==> src/rtl/ipv4rx_pkg.sv <==
package ipv4rx_pkg;

  localparam int WordWidth = 16;
  localparam int AddrWidth = 32;
  localparam int CountWidth = 6;
  localparam int HeaderWordsWidth = 5;

  localparam logic [CountWidth-1:0] MinHeaderWords = 6'd10;
  localparam logic [CountWidth-1:0] ChecksumWord = 6'd5;

  typedef enum logic [CountWidth-1:0] {
    WordVersion    = 6'd0,
    WordTotalLen   = 6'd1,
    WordProtocol   = 6'd4,
    WordChecksum   = 6'd5,
    WordSrcHigh    = 6'd6,
    WordSrcLow     = 6'd7,
    WordDstHigh    = 6'd8,
    WordDstLow     = 6'd9
  } word_index_t;

  localparam logic [1:0] VerdictAccept = 2'd0;
  localparam logic [1:0] VerdictNotOurs = 2'd1;
  localparam logic [1:0] VerdictBadSum = 2'd2;
  localparam logic [1:0] VerdictTooLong = 2'd3;

  localparam logic [1:0] ClassIcmp = 2'd0;
  localparam logic [1:0] ClassTcp = 2'd1;
  localparam logic [1:0] ClassUdp = 2'd2;
  localparam logic [1:0] ClassOther = 2'd3;

  localparam logic [7:0] ProtoIcmp = 8'd1;
  localparam logic [7:0] ProtoTcp = 8'd6;
  localparam logic [7:0] ProtoUdp = 8'd17;

  function automatic logic [1:0] class_of(input logic [7:0] proto);
    logic [1:0] c;
    case (proto)
      ProtoIcmp: c = ClassIcmp;
      ProtoTcp:  c = ClassTcp;
      ProtoUdp:  c = ClassUdp;
      default:   c = ClassOther;
    endcase
    return c;
  endfunction

endpackage

==> src/rtl/ipv4rx_if.sv <==
interface ipv4rx_in_if;
  logic                             valid;
  logic                             ready;
  logic [ipv4rx_pkg::WordWidth-1:0] header_word;
  logic [ipv4rx_pkg::WordWidth-1:0] frame_size;

  modport source(output valid, output header_word, output frame_size, input ready);
  modport sink(input valid, input header_word, input frame_size, output ready);
endinterface

interface ipv4rx_out_if;
  logic                             valid;
  logic                             ready;
  logic [1:0]                       verdict;
  logic [1:0]                       protocol_class;
  logic [ipv4rx_pkg::WordWidth-1:0] payload_length;
  logic [ipv4rx_pkg::AddrWidth-1:0] source_address;

  modport source(output valid, output verdict, output protocol_class,
                 output payload_length, output source_address, input ready);
  modport sink(input valid, input verdict, input protocol_class,
               input payload_length, input source_address, output ready);
endinterface

interface ipv4rx_cfg_if;
  logic                             valid;
  logic                             ready;
  logic [ipv4rx_pkg::AddrWidth-1:0] data;

  modport source(output valid, output data, input ready);
  modport sink(input valid, input data, output ready);
endinterface

==> src/rtl/ipv4_receive_header_check.sv <==
// A header's last word is accepted into the input register and then loads the
// result register, from which the result can be taken.
// Throughput: one header word per cycle; a result is held until taken, and only
// a last word waits behind a stalled result.
// Reset (rst, synchronous, active high) clears the word count, the pipeline
// valids and own_address.
module ipv4_receive_header_check (
  input  logic           clk,
  input  logic           rst,
  ipv4rx_cfg_if.sink     cfg,
  ipv4rx_in_if.sink      hdr,
  ipv4rx_out_if.source   res
);
  import ipv4rx_pkg::*;

  logic [AddrWidth-1:0]        own_address;

  // Input register.
  logic                        s1_valid;
  logic [WordWidth-1:0]        s1_word;
  logic [WordWidth-1:0]        s1_frame;

  // Header state.
  logic [CountWidth-1:0]       word_count;
  logic [HeaderWordsWidth-1:0] header_words;
  logic [WordWidth-1:0]        running_sum;
  logic [WordWidth-1:0]        stored_checksum;
  logic [WordWidth-1:0]        ip_length;
  logic [WordWidth-1:0]        frame_bytes;
  logic [7:0]                  protocol_number;
  logic [AddrWidth-1:0]        src_ip;
  logic [AddrWidth-1:0]        dst_ip;

  logic [CountWidth-1:0]       word_count_next;
  logic [HeaderWordsWidth-1:0] header_words_next;
  logic [WordWidth-1:0]        running_sum_next;
  logic [WordWidth-1:0]        stored_checksum_next;
  logic [WordWidth-1:0]        ip_length_next;
  logic [WordWidth-1:0]        frame_bytes_next;
  logic [7:0]                  protocol_number_next;
  logic [AddrWidth-1:0]        src_ip_next;
  logic [AddrWidth-1:0]        dst_ip_next;

  logic [WordWidth-1:0]        sum_base;
  logic [WordWidth-1:0]        addend;
  logic [WordWidth:0]          sum_wide;
  logic [WordWidth-1:0]        sum_folded;
  logic [CountWidth-1:0]       hw_ext;
  logic [CountWidth-1:0]       last_index;
  logic                        is_last;
  logic                        s1_advance;
  logic [1:0]                  verdict_next;

  assign cfg.ready = 1'b1;

  // Only a last word needs the result register; all other words pass freely.
  assign s1_advance = s1_valid && (!is_last || !res.valid || res.ready);
  assign hdr.ready  = !s1_valid || s1_advance;

  always_comb begin
    header_words_next    = header_words;
    frame_bytes_next     = frame_bytes;
    sum_base             = running_sum;
    stored_checksum_next = stored_checksum;
    ip_length_next       = ip_length;
    protocol_number_next = protocol_number;
    src_ip_next          = src_ip;
    dst_ip_next          = dst_ip;

    if (word_count == WordVersion) begin
      header_words_next = {s1_word[11:8], 1'b0};
      frame_bytes_next  = s1_frame;
      sum_base          = '0;
    end

    case (word_count)
      WordTotalLen: ip_length_next = s1_word;
      WordProtocol: protocol_number_next = s1_word[7:0];
      WordChecksum: stored_checksum_next = s1_word;
      WordSrcHigh:  src_ip_next[31:16] = s1_word;
      WordSrcLow:   src_ip_next[15:0] = s1_word;
      WordDstHigh:  dst_ip_next[31:16] = s1_word;
      WordDstLow:   dst_ip_next[15:0] = s1_word;
      default: ;
    endcase

    // Ones-complement add with end-around carry; the checksum field counts as zero.
    addend     = (word_count == ChecksumWord) ? '0 : s1_word;
    sum_wide   = {1'b0, sum_base} + {1'b0, addend};
    sum_folded = sum_wide[WordWidth-1:0] + {{(WordWidth-1){1'b0}}, sum_wide[WordWidth]};

    hw_ext           = {1'b0, header_words_next};
    running_sum_next = (word_count < hw_ext) ? sum_folded : sum_base;

    last_index      = (hw_ext > MinHeaderWords) ? hw_ext - 6'd1 : MinHeaderWords - 6'd1;
    is_last         = (word_count >= last_index);
    word_count_next = is_last ? '0 : word_count + 6'd1;

    if (dst_ip_next != own_address) begin
      verdict_next = VerdictNotOurs;
    end else if (~running_sum_next != stored_checksum_next) begin
      verdict_next = VerdictBadSum;
    end else if (ip_length_next > frame_bytes_next) begin
      verdict_next = VerdictTooLong;
    end else begin
      verdict_next = VerdictAccept;
    end
  end

  always_ff @(posedge clk) begin
    if (rst) begin
      own_address <= '0;
      s1_valid    <= 1'b0;
      word_count  <= '0;
      res.valid   <= 1'b0;
    end else begin
      if (cfg.valid && cfg.ready) begin
        own_address <= cfg.data;
      end
      if (hdr.valid && hdr.ready) begin
        s1_valid <= 1'b1;
      end else if (s1_advance) begin
        s1_valid <= 1'b0;
      end
      if (s1_advance) begin
        word_count <= word_count_next;
      end
      if (s1_advance && is_last) begin
        res.valid <= 1'b1;
      end else if (res.ready) begin
        res.valid <= 1'b0;
      end
    end
  end

  always_ff @(posedge clk) begin
    if (hdr.valid && hdr.ready) begin
      s1_word  <= hdr.header_word;
      s1_frame <= hdr.frame_size;
    end
    if (s1_advance) begin
      header_words    <= header_words_next;
      running_sum     <= running_sum_next;
      stored_checksum <= stored_checksum_next;
      ip_length       <= ip_length_next;
      frame_bytes     <= frame_bytes_next;
      protocol_number <= protocol_number_next;
      src_ip          <= src_ip_next;
      dst_ip          <= dst_ip_next;
    end
    if (s1_advance && is_last) begin
      res.verdict        <= verdict_next;
      res.protocol_class <= class_of(protocol_number_next);
      res.payload_length <= ip_length_next - {10'd0, hw_ext[4:0], 1'b0};
      res.source_address <= src_ip_next;
    end
  end

endmodule

==> src/flat_wrapper.sv <==
// flat-port wrapper written by rule: the top's interface ports become plain ports
module ipv4_receive_header_check_flat import ipv4rx_pkg::*;
  (clk, rst, cfg_valid, cfg_data, cfg_ready, hdr_valid, hdr_header_word, hdr_frame_size, hdr_ready, res_valid, res_verdict, res_protocol_class, res_payload_length, res_source_address, res_ready);
  ipv4rx_cfg_if cfg_i ();
  ipv4rx_in_if hdr_i ();
  ipv4rx_out_if res_i ();
  input  logic clk;
  input  logic rst;
  input wire logic [$bits(cfg_i.valid)-1:0] cfg_valid;
  input wire logic [$bits(cfg_i.data)-1:0] cfg_data;
  output wire logic [$bits(cfg_i.ready)-1:0] cfg_ready;
  input wire logic [$bits(hdr_i.valid)-1:0] hdr_valid;
  input wire logic [$bits(hdr_i.header_word)-1:0] hdr_header_word;
  input wire logic [$bits(hdr_i.frame_size)-1:0] hdr_frame_size;
  output wire logic [$bits(hdr_i.ready)-1:0] hdr_ready;
  output wire logic [$bits(res_i.valid)-1:0] res_valid;
  output wire logic [$bits(res_i.verdict)-1:0] res_verdict;
  output wire logic [$bits(res_i.protocol_class)-1:0] res_protocol_class;
  output wire logic [$bits(res_i.payload_length)-1:0] res_payload_length;
  output wire logic [$bits(res_i.source_address)-1:0] res_source_address;
  input wire logic [$bits(res_i.ready)-1:0] res_ready;
  assign cfg_i.valid = cfg_valid;
  assign cfg_i.data = cfg_data;
  assign cfg_ready = cfg_i.ready;
  assign hdr_i.valid = hdr_valid;
  assign hdr_i.header_word = hdr_header_word;
  assign hdr_i.frame_size = hdr_frame_size;
  assign hdr_ready = hdr_i.ready;
  assign res_valid = res_i.valid;
  assign res_verdict = res_i.verdict;
  assign res_protocol_class = res_i.protocol_class;
  assign res_payload_length = res_i.payload_length;
  assign res_source_address = res_i.source_address;
  assign res_i.ready = res_ready;
  ipv4_receive_header_check u_core (.clk(clk), .rst(rst), .cfg(cfg_i), .hdr(hdr_i), .res(res_i));
endmodule
==> config.mk <==
export PLATFORM = sky130hd
export DESIGN_NAME = ipv4_receive_header_check_flat
export DESIGN_NICKNAME = d
export VERILOG_FILES = /design/src/rtl/ipv4rx_pkg.sv /design/src/rtl/ipv4rx_if.sv /design/src/rtl/ipv4_receive_header_check.sv /design/src/flat_wrapper.sv
export SDC_FILE = /design/constraint.sdc
export NUM_CORES = 1
export LEC_CHECK = 0
export ABC_AREA = 0
export BUFFER_PORTS_ARGS = -buffer_cell sky130_fd_sc_hd__buf_2
export CORE_MARGIN = 2
export CORE_UTILIZATION = 55
export DETAILED_ROUTE_END_ITERATION = 8
export GPL_TIMING_DRIVEN = 0
export PLACE_DENSITY_LB_ADDON = 0.08
export SLEW_MARGIN = 20
export SYNTH_ARGS = -nofsm -noshare
export SYNTH_HDL_FRONTEND = slang
export SYNTH_SLANG_ARGS = --single-unit
export TNS_END_PERCENT = 1
==> constraint.sdc <==
create_clock -name clk -period 22.5 [get_ports clk]
set_input_delay 0 -clock clk [delete_from_list [all_inputs] [get_ports clk]]
set_output_delay 0 -clock clk [all_outputs]
set_load 0.01 [all_outputs]
# After elaboration in Yosys (flattened, before gate mapping)
# Cells that the tools add are included.
[totals] register_bits=265 in_bits=69 out_inout_bits=55 elab_cells=73
[classes] add_sub_neg=5 order_cmp=4 n_eq_ne=12 mux=21 n_bitwise=1 reduce_logical=12
[op_table] cell="$mux W16" n=10
[op_table] cell="$ne A32 B32 Y1" n=1
[op_table] cell="$eq A6 B3 Y1 const B" n=4
[op_table] cell="$add A16 B16 Y17" n=1
[op_table] cell="$add A16 B1 Y16" n=1
[op_table] cell="$gt A16 B16 Y1" n=1
[op_table] cell="$ne A16 B16 Y1" n=1
[op_table] cell="$not A16 Y16" n=1
[op_table] cell="$sub A16 B6 Y16" n=1
[op_table] cell="$eq A6 B4 Y1 const B" n=2
[op_table] cell="$mux W6" n=2
[op_table] cell="$eq A8 B1 Y1 const B" n=1
[op_table] cell="$eq A8 B3 Y1 const B" n=1
[op_table] cell="$eq A8 B5 Y1 const B" n=1
[op_table] cell="$mux W8" n=1
[op_table] cell="$add A6 B1 Y6 const B" n=1
[op_table] cell="$eq A6 B1 Y1 const B" n=1
[op_table] cell="$ge A6 B6 Y1" n=1
[op_table] cell="$logic_not A6 Y1" n=1
[op_table] cell="$lt A6 B5 Y1" n=1
[op_table] cell="$pmux W2 S3" n=1
[op_table] cell="$sub A5 B1 Y6 const B" n=1
[op_table] cell="$gt A5 B4 Y1 const B" n=1
[op_table] cell="$mux W5" n=1
[op_table] cell="other kinds (6)" n=17

# Logic depth before layout (Yosys ltp)
# Gate-level depths: netlist of run 1.
[logic_depth] depth_word=12 depth_mapped=26 ltp_nobuf=23

# Worst setup path after synthesis of run 1
# OpenSTA, ideal clock, no wires.
[synth_timing] path_kind="register to register" from="register u_core.word_count[0]" to="register u_core.res.payload_length[0], enable pin" setup_ns=0.406 arrival_ns=8.223 required_time_ns=22.094 slack_ns=13.871 path_stages_with_launch=24 n_path_buf=3 period_less_slack_ns=8.629 path_cell_list="dfxtp_1 > inv_1 > ha_1 > nand3_1 > clkbuf_1 > clkbuf_1 > buf_1 > nand2_1 > ha_1 > o21ai_0 > nand2_1 > nand2_1 > nand2_1 > ha_1 > nand2b_1 > a21o_1 > a21o_1 > a21o_1 > a21o_1 > a21oi_1 > o21ai_0 > inv_1 > nand2b_1 > inv_1"
[synth_between] elab_chain_cells=10 word_cells_on_any_way=11 classes_between="add/sub (1); order compare (2); mux (2); reduce/logical (6)"
[synth_lines] item="start: declaration" line_no="ipv4_receive_header_check.sv:24" text="logic [CountWidth-1:0] word_count;"
[synth_lines] item="start signal: assignment" line_no="ipv4_receive_header_check.sv:126" text="word_count <= word_count_next;"
[synth_lines] item="$logic_not A6 Y1" line_no="ipv4_receive_header_check.sv:70" text="if (word_count == WordVersion) begin"
[synth_lines] item="$mux W5" line_no="ipv4_receive_header_check.sv:70"
[synth_lines] item="$sub A5 B1 Y6 / $gt A5 B4 Y1 (equally long branches)" line_no="ipv4_receive_header_check.sv:95" text="last_index = (hw_ext > MinHeaderWords) ? hw_ext - 6'd1 : MinHeaderWords - 6'd1;"
[synth_lines] item="$mux W6" line_no="ipv4_receive_header_check.sv:95"
[synth_lines] item="$ge A6 B6 Y1 *" line_no="ipv4_receive_header_check.sv:96" text="is_last = (word_count >= last_index);"
[synth_lines] item="$logic_not A1 Y1 *" line_no="ipv4_receive_header_check.sv:57" text="assign s1_advance = s1_valid && (!is_last || !res.valid || res.ready);"
[synth_lines] item="$logic_or A1 B1 Y1 * (2 in a row)" line_no="ipv4_receive_header_check.sv:57"
[synth_lines] item="$logic_and A1 B1 Y1 *" line_no="ipv4_receive_header_check.sv:57"
[synth_lines] item="net u_core.s1_advance" line_no="ipv4_receive_header_check.sv:51" text="logic s1_advance;"
[synth_lines] item="$logic_and A1 B1 Y1 *" line_no="ipv4_receive_header_check.sv:151" text="if (s1_advance && is_last) begin"
[synth_lines] item="end signal: assignment" line_no="ipv4_receive_header_check.sv:154" text="res.payload_length <= ip_length_next - {10'd0, hw_ext[4:0], 1'b0};"
[synth_lines] item="end: declaration" line_no="ipv4rx_if.sv:20" text="output payload_length, output source_address, input ready);"
# The timed path passes the listed nets; every way through them passes the cells marked *.
# A chain may end at the register's enable or synchronous reset.

# Final worst setup path of run 1
[layout_timing] from="register u_core.word_count[0]" to="register u_core.res.source_address[10], enable pin"
[layout_between] elab_chain_cells=10 word_cells_on_any_way=11 classes_between="add/sub (1); order compare (2); mux (2); reduce/logical (6)"
[layout_lines] item="$logic_not A6 Y1" line_no="ipv4_receive_header_check.sv:70"
[layout_lines] item="$mux W5" line_no="ipv4_receive_header_check.sv:70"
[layout_lines] item="$sub A5 B1 Y6 / $gt A5 B4 Y1 (equally long branches)" line_no="ipv4_receive_header_check.sv:95"
[layout_lines] item="$mux W6" line_no="ipv4_receive_header_check.sv:95"
[layout_lines] item="$ge A6 B6 Y1 *" line_no="ipv4_receive_header_check.sv:96"
[layout_lines] item="$logic_not A1 Y1 *" line_no="ipv4_receive_header_check.sv:57"
[layout_lines] item="$logic_or A1 B1 Y1 * (2 in a row)" line_no="ipv4_receive_header_check.sv:57"
[layout_lines] item="$logic_and A1 B1 Y1 *" line_no="ipv4_receive_header_check.sv:57"
[layout_lines] item="net u_core.s1_advance" line_no="ipv4_receive_header_check.sv:51"
[layout_lines] item="$logic_and A1 B1 Y1 *" line_no="ipv4_receive_header_check.sv:151"
[layout_lines] item="end signal: assignment" line_no="ipv4_receive_header_check.sv:155" text="res.source_address <= src_ip_next;"
[layout_lines] item="end: declaration" line_no="ipv4rx_if.sv:20"
# Marks and branches as above.

==> impl_metrics.ini, run 1 <==
[outcome]
outcome = finished, final reports clean

[global_routing]
grt_pass1_vias = 8568
grt_max_degree = 85
grt_pass1_wl_um = 46920
antenna_found_initial = 0
grt_usage = 0.2352
grt-ovfl-total = 0

[final_layout]
fillCellCount = 1770
finalNetCount = 1388
antenna_cells = 0
fin_util = 0.6726
stdcell_count = 1601
drive_above_1_share = 0.2044
area_growth_syn_to_layout_pct = 19.83

[critical_path]
worstRegToRegCells = 23
crit_fanout = 63
reg2reg_to = u_core.res.source_address[10]
critPathRequiredTime_ns = 22.64
crit_end = u_core.res.source_address[10]
reg2reg_from = u_core.word_count[0]
critPathCaptureType = register
cp-start-kind = register
critical_path.startpoint = u_core.word_count[0]
worstSetupPathType = register to register
r2r_slack_ns = 15.44
arrival_ns = 7.21

[power_and_ir_drop]
p_sw_uw = 284.8
pwr-share-comb = 0.143
power_uw = 1150
internal_power_uw = 865.2
power_density_mw_per_mm2 = 72.63
p_sw_frac = 0.2477
ir_drop_mv = 0.05505
seq_power_share = 0.499
p_leak_uw = 0.006320
clkPwrFrac = 0.358

[floorplanning]
fp.dieH_um = 159
io_pins = 124
start_util = 0.5613
die_w_um = 159
coreArea_mm2 = 0.02354
die-area_mm2 = 0.02528
rows = 56

[timing]
hold_viol_final = 0
slew_violations = 0
period_share = 0.3139
clock_skew_ns = 0.02484
slew_headroom = 0.3907
min_period_ns = 7.064
finalSetupTns_ns = 0
setup_viol_count_final = 0
max_freq_mhz = 141.6
rsz0062_at_grt = no
tightest_slew_ns = 0.9139

[cts]
cts_buffers = 27
worstSkewPairLatency_ns = 0.53
post_cts_buffers = 0
h-tree-depth = 1
clk_transition_reported_paths_ns = 0.06
cts_tree = built
numClockSinks = 265
cts-root-buf = clkbuf_16
clock_path_buffers = 3

[routing]
drt_iter0_drc = 673
wire_per_inst_um = 18.67
final_antenna_net_count = 0
vias = 8731
drtPass1Iterations = 5
vias_per_cell = 5.453
wl_um = 29900
drc = 0

[flow_run]
maxCapViolCount = 0

[place]
gp_congestion = 0.8580
dp_hpwl_um = 19950
dp_cells = 1478
port_buffers = 120

[hold_path]
hp-class = input pin to register

[synth]
synth_cell_types = 65
synth-edff-count = 225
yosysTopAreaCell = edfxtp_1
synth-main-ff-cell = edfxtp_1
syn_avg_cell_area_um2 = 12.75
yosysSeqAreaShare = 0.5719
postSynthCellCount = 1036
ys_seq_elements = 265
synth_area_leaders = edfxtp_1, mux2_2, dfxtp_1, mux2i_1, ha_1
synth_warnings = 0
synth_area_mm2 = 0.01321
async_flop_share = 0
synth_top_area_frac = 0.5113
-- worst max-delay path: stages, from the launching register on --
cell      delay [ns]
dfxtp_1         0.44
inv_1           0.16
ha_1            0.26
nand3_1         0.11
clkbuf_1        0.52
clkbuf_1        0.52
buf_1           0.69
nand2_1         0.25
ha_1            0.25
o21ai_0         0.15
nand2_1         0.07
nand2_1         0.11
nand2_1         0.07
ha_1            0.26
nand2b_1        0.14
a21o_1          0.18
a21o_1          0.18
a21o_1          0.17
a21o_1          0.17
a21oi_1         0.31
o21ai_0         0.37
inv_8           0.46
nand2b_1        0.21
inv_4           0.57
-- cell usage in the layout (no fill, tap or decap), types with 33 or more instances in the layout --
| master | synthesis | routed |
|---|---|---|
| buf_2 | 3 | 123 |
| clkbuf_1 | 24 | 35 |
| dfxtp_1 | 40 | 40 |
| dlygate4sd3_1 | 0 | 74 |
| edfxtp_1 | 225 | 225 |
| ha_1 | 55 | 55 |
| inv_1 | 58 | 56 |
| mux2_2 | 88 | 88 |
| mux2i_1 | 71 | 71 |
| nand2_1 | 74 | 74 |
| nor2_1 | 76 | 76 |
| xnor2_1 | 57 | 57 |
| xor2_1 | 33 | 33 |
-- what timing repair did --
item / 4_1_cts / 5_1_grt
hold buffers: 74 / 0
hold endpoints to repair: 77 / 0
resized for setup: 0 / 0
-- power groups by stage --
stage	clock network [uW]	registers [uW]	logic (uW)
final	412	574	164
after global routing	435	576	183
after detailed placement	0	584	153
after global placement	0	586	149
after CTS	418	574	164
after floorplan	0	577	114
-- layer usage --
metal	GRT usage	part of all wire
met3	0.02761	0.048
met5	0	0
met2	0.3783	0.46
met1	0.3402	0.46
met4	0.06736	0.028
-- stage by stage --
step	hold WS [ns]	instance area, um2	setup slack, ns
finish	0.1728	15830	15.44
global route	0.1708	15830	14.81
CTS	0.1567	15830	15.40
detailed placement	0.1781	14290	15.47
global placement	0.1763	14220	10.40
floorplan	0.09887	13220	13.87
-- worst min-delay path by stage --
stage | depth (start not counted) | end | start
floorplan | 0 | u_core.s1_frame[0] | hdr_frame_size[0]
global placement | 1 | u_core.s1_frame[3] | hdr_frame_size[3]
detailed placement | 1 | u_core.s1_word[9] | hdr_header_word[9]
CTS | 2 | u_core.s1_word[1] | hdr_header_word[1]
global route | 2 | u_core.s1_frame[3] | hdr_frame_size[3]
finish | 2 | u_core.s1_frame[4] | hdr_frame_size[4]
-- Yosys cell counts (all sizes together), types with 2 or more instances --
cell type,n
nand3,14
nor3,10
nor2,76
nor4,3
o2111a,2
mux2i,71
o21a,3
dfxtp,40
o211ai,5
a211oi,6
a21o,12
o21bai,2
nand4,14
fa,2
and4b,2
edfxtp,225
and2,32
a21oi,22
o21ai,34
ha,55
buf,8
a211o,4
o22ai,2
xnor3,2
nand2,74
o41ai,2
o31ai,2
nand2b,10
or3b,2
inv,58
nor4b,8
clkbuf,24
and3,7
xor2,33
mux2,88
nor2b,7
xnor2,57
-- cells by family after synthesis --
group | share of synthesized area
DFF | 0.5719
xor gates and xnor gates | 0.06306
buffers and inverters | 0.02613
adders and majority gates | 0.05511
and+or+nand+nor | 0.09961
muxes | 0.1288
AOI/OAI and AO/OA | 0.05511
other | 0.0002838
-- area by class of cell --
type / instances / area (um2) / area share
Buffer: 32 / 127.6 / 0.008060
Multi-Input combinational cell: 682 / 5326 / 0.3364
Inverter: 58 / 227.7 / 0.01438
Clock inverter: 11 / 82.58 / 0.005215
Timing Repair Buffer: 196 / 1396 / 0.08819
Clock buffer: 38 / 716.9 / 0.04528
Tap cell: 319 / 399.1 / 0.02521
Sequential cell: 265 / 7557 / 0.4773
-- flip-flops by register name (all words and copies together), names as in the netlist, 2 cells and up --
name                       flops
u_core.word_count              6
u_core.frame_bytes            16
u_core.running_sum            16
u_core.res.verdict             2
u_core.res.protocol_class      2
u_core.dst_ip                 32
u_core.own_address            32
u_core.header_words            5
u_core.ip_length              16
u_core.protocol_number         8
u_core.res.payload_length     16
u_core.s1_word                16
u_core.src_ip                 32
u_core.s1_frame               16
u_core.stored_checksum        16
u_core.res.source_address     32
Note: power is estimated with default switching activity, not from simulation.
==> run 2, diff against run 1 <==
Settings changed: CORE_UTILIZATION 55 to 54.
Clock period 22.5 ns to 6.2 ns, I/O delays scaled along.
==> run 2 against run 1 <==
  * Setup slack got worse by 15 ns
  * Combinational power rose to 3.8 times the previous value
  * Sequential power rose to 3.6 times the previous value
  * Maximum frequency rose by 20%
  * Clock skew fell by 0.012 ns
  * Register-to-register slack got worse by 15 ns
  * Total power rose to 3.8 times the previous value
  * Sequential share of layout area fell by 1.3 points
  * First-iteration DRC count fell by 11%
  * Cell count rose by 1.1%
  * Largest power group unchanged
==> impl_metrics.ini, run 2 (synthesized netlist as in run 1, its figures left out) <==
[outcome]
outcome = finished, final reports clean

[global_routing]
grt-ovfl-total = 0
grt_pass1_wl_um = 48170
grt_pass1_vias = 8816
grt_max_degree = 33
grt_usage = 0.2401
antenna_found_initial = 1

[timing]
period_share = 0.9516
slew_violations = 0
slew_headroom = 0.3404
max_freq_mhz = 169.5
clock_skew_ns = 0.01305
min_period_ns = 5.900
finalSetupTns_ns = 0
setup_viol_count_final = 0
tightest_slew_ns = 0.9893
hold_viol_final = 0
rsz0062_at_grt = no
holdWs_ns = 0.1608

[routing]
wl_um = 30700
vias_per_cell = 5.446
wire_per_inst_um = 18.96
final_antenna_net_count = 0
drtPass1Iterations = 5
drc = 0
drt_iter0_drc = 602
vias = 8817

[critical_path]
crit_end = u_core.res.verdict[1]
worstRegToRegCells = 25
r2r_slack_ns = 0.30
critical_path.startpoint = u_core.word_count[0]
worstSetupPathType = register to register
reg2reg_to = u_core.res.verdict[1]
reg2reg_from = u_core.word_count[0]
arrival_ns = 6.17
cp-start-kind = register
critPathRequiredTime_ns = 6.47
critPathCaptureType = register
crit_fanout = 10

[place]
dp_hpwl_um = 20710
port_buffers = 120
gp_congestion = 0.8674

[cts]
cts-root-buf = clkbuf_16
clk_transition_reported_paths_ns = 0.06
cts_tree = built
clock_path_buffers = 3
cts_buffers = 29
worstSkewPairLatency_ns = 0.55
h-tree-depth = 1
numClockSinks = 265

[final_layout]
antenna_cells = 0
layout_common_cells = edfxtp_1, buf_2, mux2_2
drive_above_1_share = 0.2363
area_growth_syn_to_layout_pct = 23.26
layout_commonest_cell = edfxtp_1
finalNetCount = 1398
fillCellCount = 1842
fin_util = 0.6737

[flow_run]
maxCapViolCount = 0

[floorplanning]
die_w_um = 160.4
coreArea_mm2 = 0.02418
die-area_mm2 = 0.02574
io_pins = 124
fp.dieH_um = 160.4
start_util = 0.5466
rows = 57

[power_and_ir_drop]
power_density_mw_per_mm2 = 271.0
p_leak_uw = 0.006497
ir_drop_mv = 0.2642

[hold_path]
hp-class = input pin to register
## run 2: cell types whose count changed in the layout (fill, tap and decap cells not counted), moves of 4 or more
| cell | previous run | this run |
|---|---|---|
| buf_4 | 1 | 5 |
| clkbuf_1 | 35 | 28 |
| dfxtp_2 | 0 | 5 |
| buf_12 | 0 | 4 |
| dfxtp_1 | 40 | 34 |
## run 2: final cells by class
type                            instances  area [um2]  share of cell area
Clock buffer                           37       755.7             0.04640
Multi-Input combinational cell        682        5435              0.3337
Buffer                                 31       155.1            0.009525
Timing Repair Buffer                  205        1554             0.09541
Sequential cell                       265        7567              0.4646
Tap cell                              324       405.4             0.02489
Clock inverter                         17       190.2             0.01168
Inverter                               58       225.2             0.01383
## run 2: worst min path at each step
stage / slack (ns) / startpoint / end / cells past startpoint
after global routing: 0.14 / hdr_frame_size[9] / u_core.s1_frame[9] / 2
after global placement: 0.18 / hdr_frame_size[1] / u_core.s1_frame[1] / 1
final: 0.16 / hdr_header_word[9] / u_core.s1_word[9] / 2
after floorplan: 0.1 / hdr_frame_size[0] / u_core.s1_frame[0] / 0
after detailed placement: 0.18 / hdr_frame_size[11] / u_core.s1_frame[11] / 1
after CTS: 0.13 / hdr_header_word[7] / u_core.s1_word[7] / 2
## run 2: per-stage QoR
step / instance area [um2] / instances / power (uW) / setup slack [ns]
2_1_floorplan: 13310 / 1037 / 2513 / -0.2743
3_3_place_gp: 14310 / 1481 / 2671 / -2.606
3_5_place_dp: 14510 / 1489 / 2688 / -0.7126
4_1_cts: 16230 / 1616 / 4441 / 0.01649
5_1_grt: 16290 / 1619 / 4581 / 0.01315
6_report: 16290 / 1619 / 4413 / 0.3001
## run 2: critical path, stage by stage (launching register included)
cell	delay, ns
dfxtp_2	0.36
inv_2	0.12
ha_4	0.15
nand3_2	0.08
clkbuf_8	0.19
clkbuf_8	0.19
and2_1	0.22
ha_1	0.26
fa_2	0.39
a21o_1	0.24
a221oi_4	0.37
o21bai_2	0.14
a311o_1	0.37
a21o_1	0.19
a21o_1	0.19
ha_1	0.23
ha_1	0.23
nand2_2	0.10
nor3_1	0.06
xnor2_1	0.23
xnor2_1	0.13
nor3_1	0.19
o21bai_1	0.11
nor4bb_2	0.37
o2111ai_2	0.18
o31a_1	0.31
## run 2: what timing repair did
item / in CTS / in global routing
endpoints found under the setup margin: 2 / 2
pin swaps: 0 / 5
hold buffers: 74 / 0
endpoints found under the hold margin: 78 / 0
setup buffers: 0 / 3
resized for setup: 7 / 11
## run 2: layer usage
metal | part of all wire | wire (um) | track usage
met5 | 0 | 0 | 0
met3 | 0.048 | 1481 | 0.02634
met1 | 0.46 | 14090 | 0.3420
met4 | 0.029 | 881 | 0.07330
met2 | 0.46 | 14240 | 0.3915
## run 2: report_power, final
part	internal, uW	switching (uW)
clock	1030	688
sequential	2030	53.9
combinational	280	337
total	3330	1080
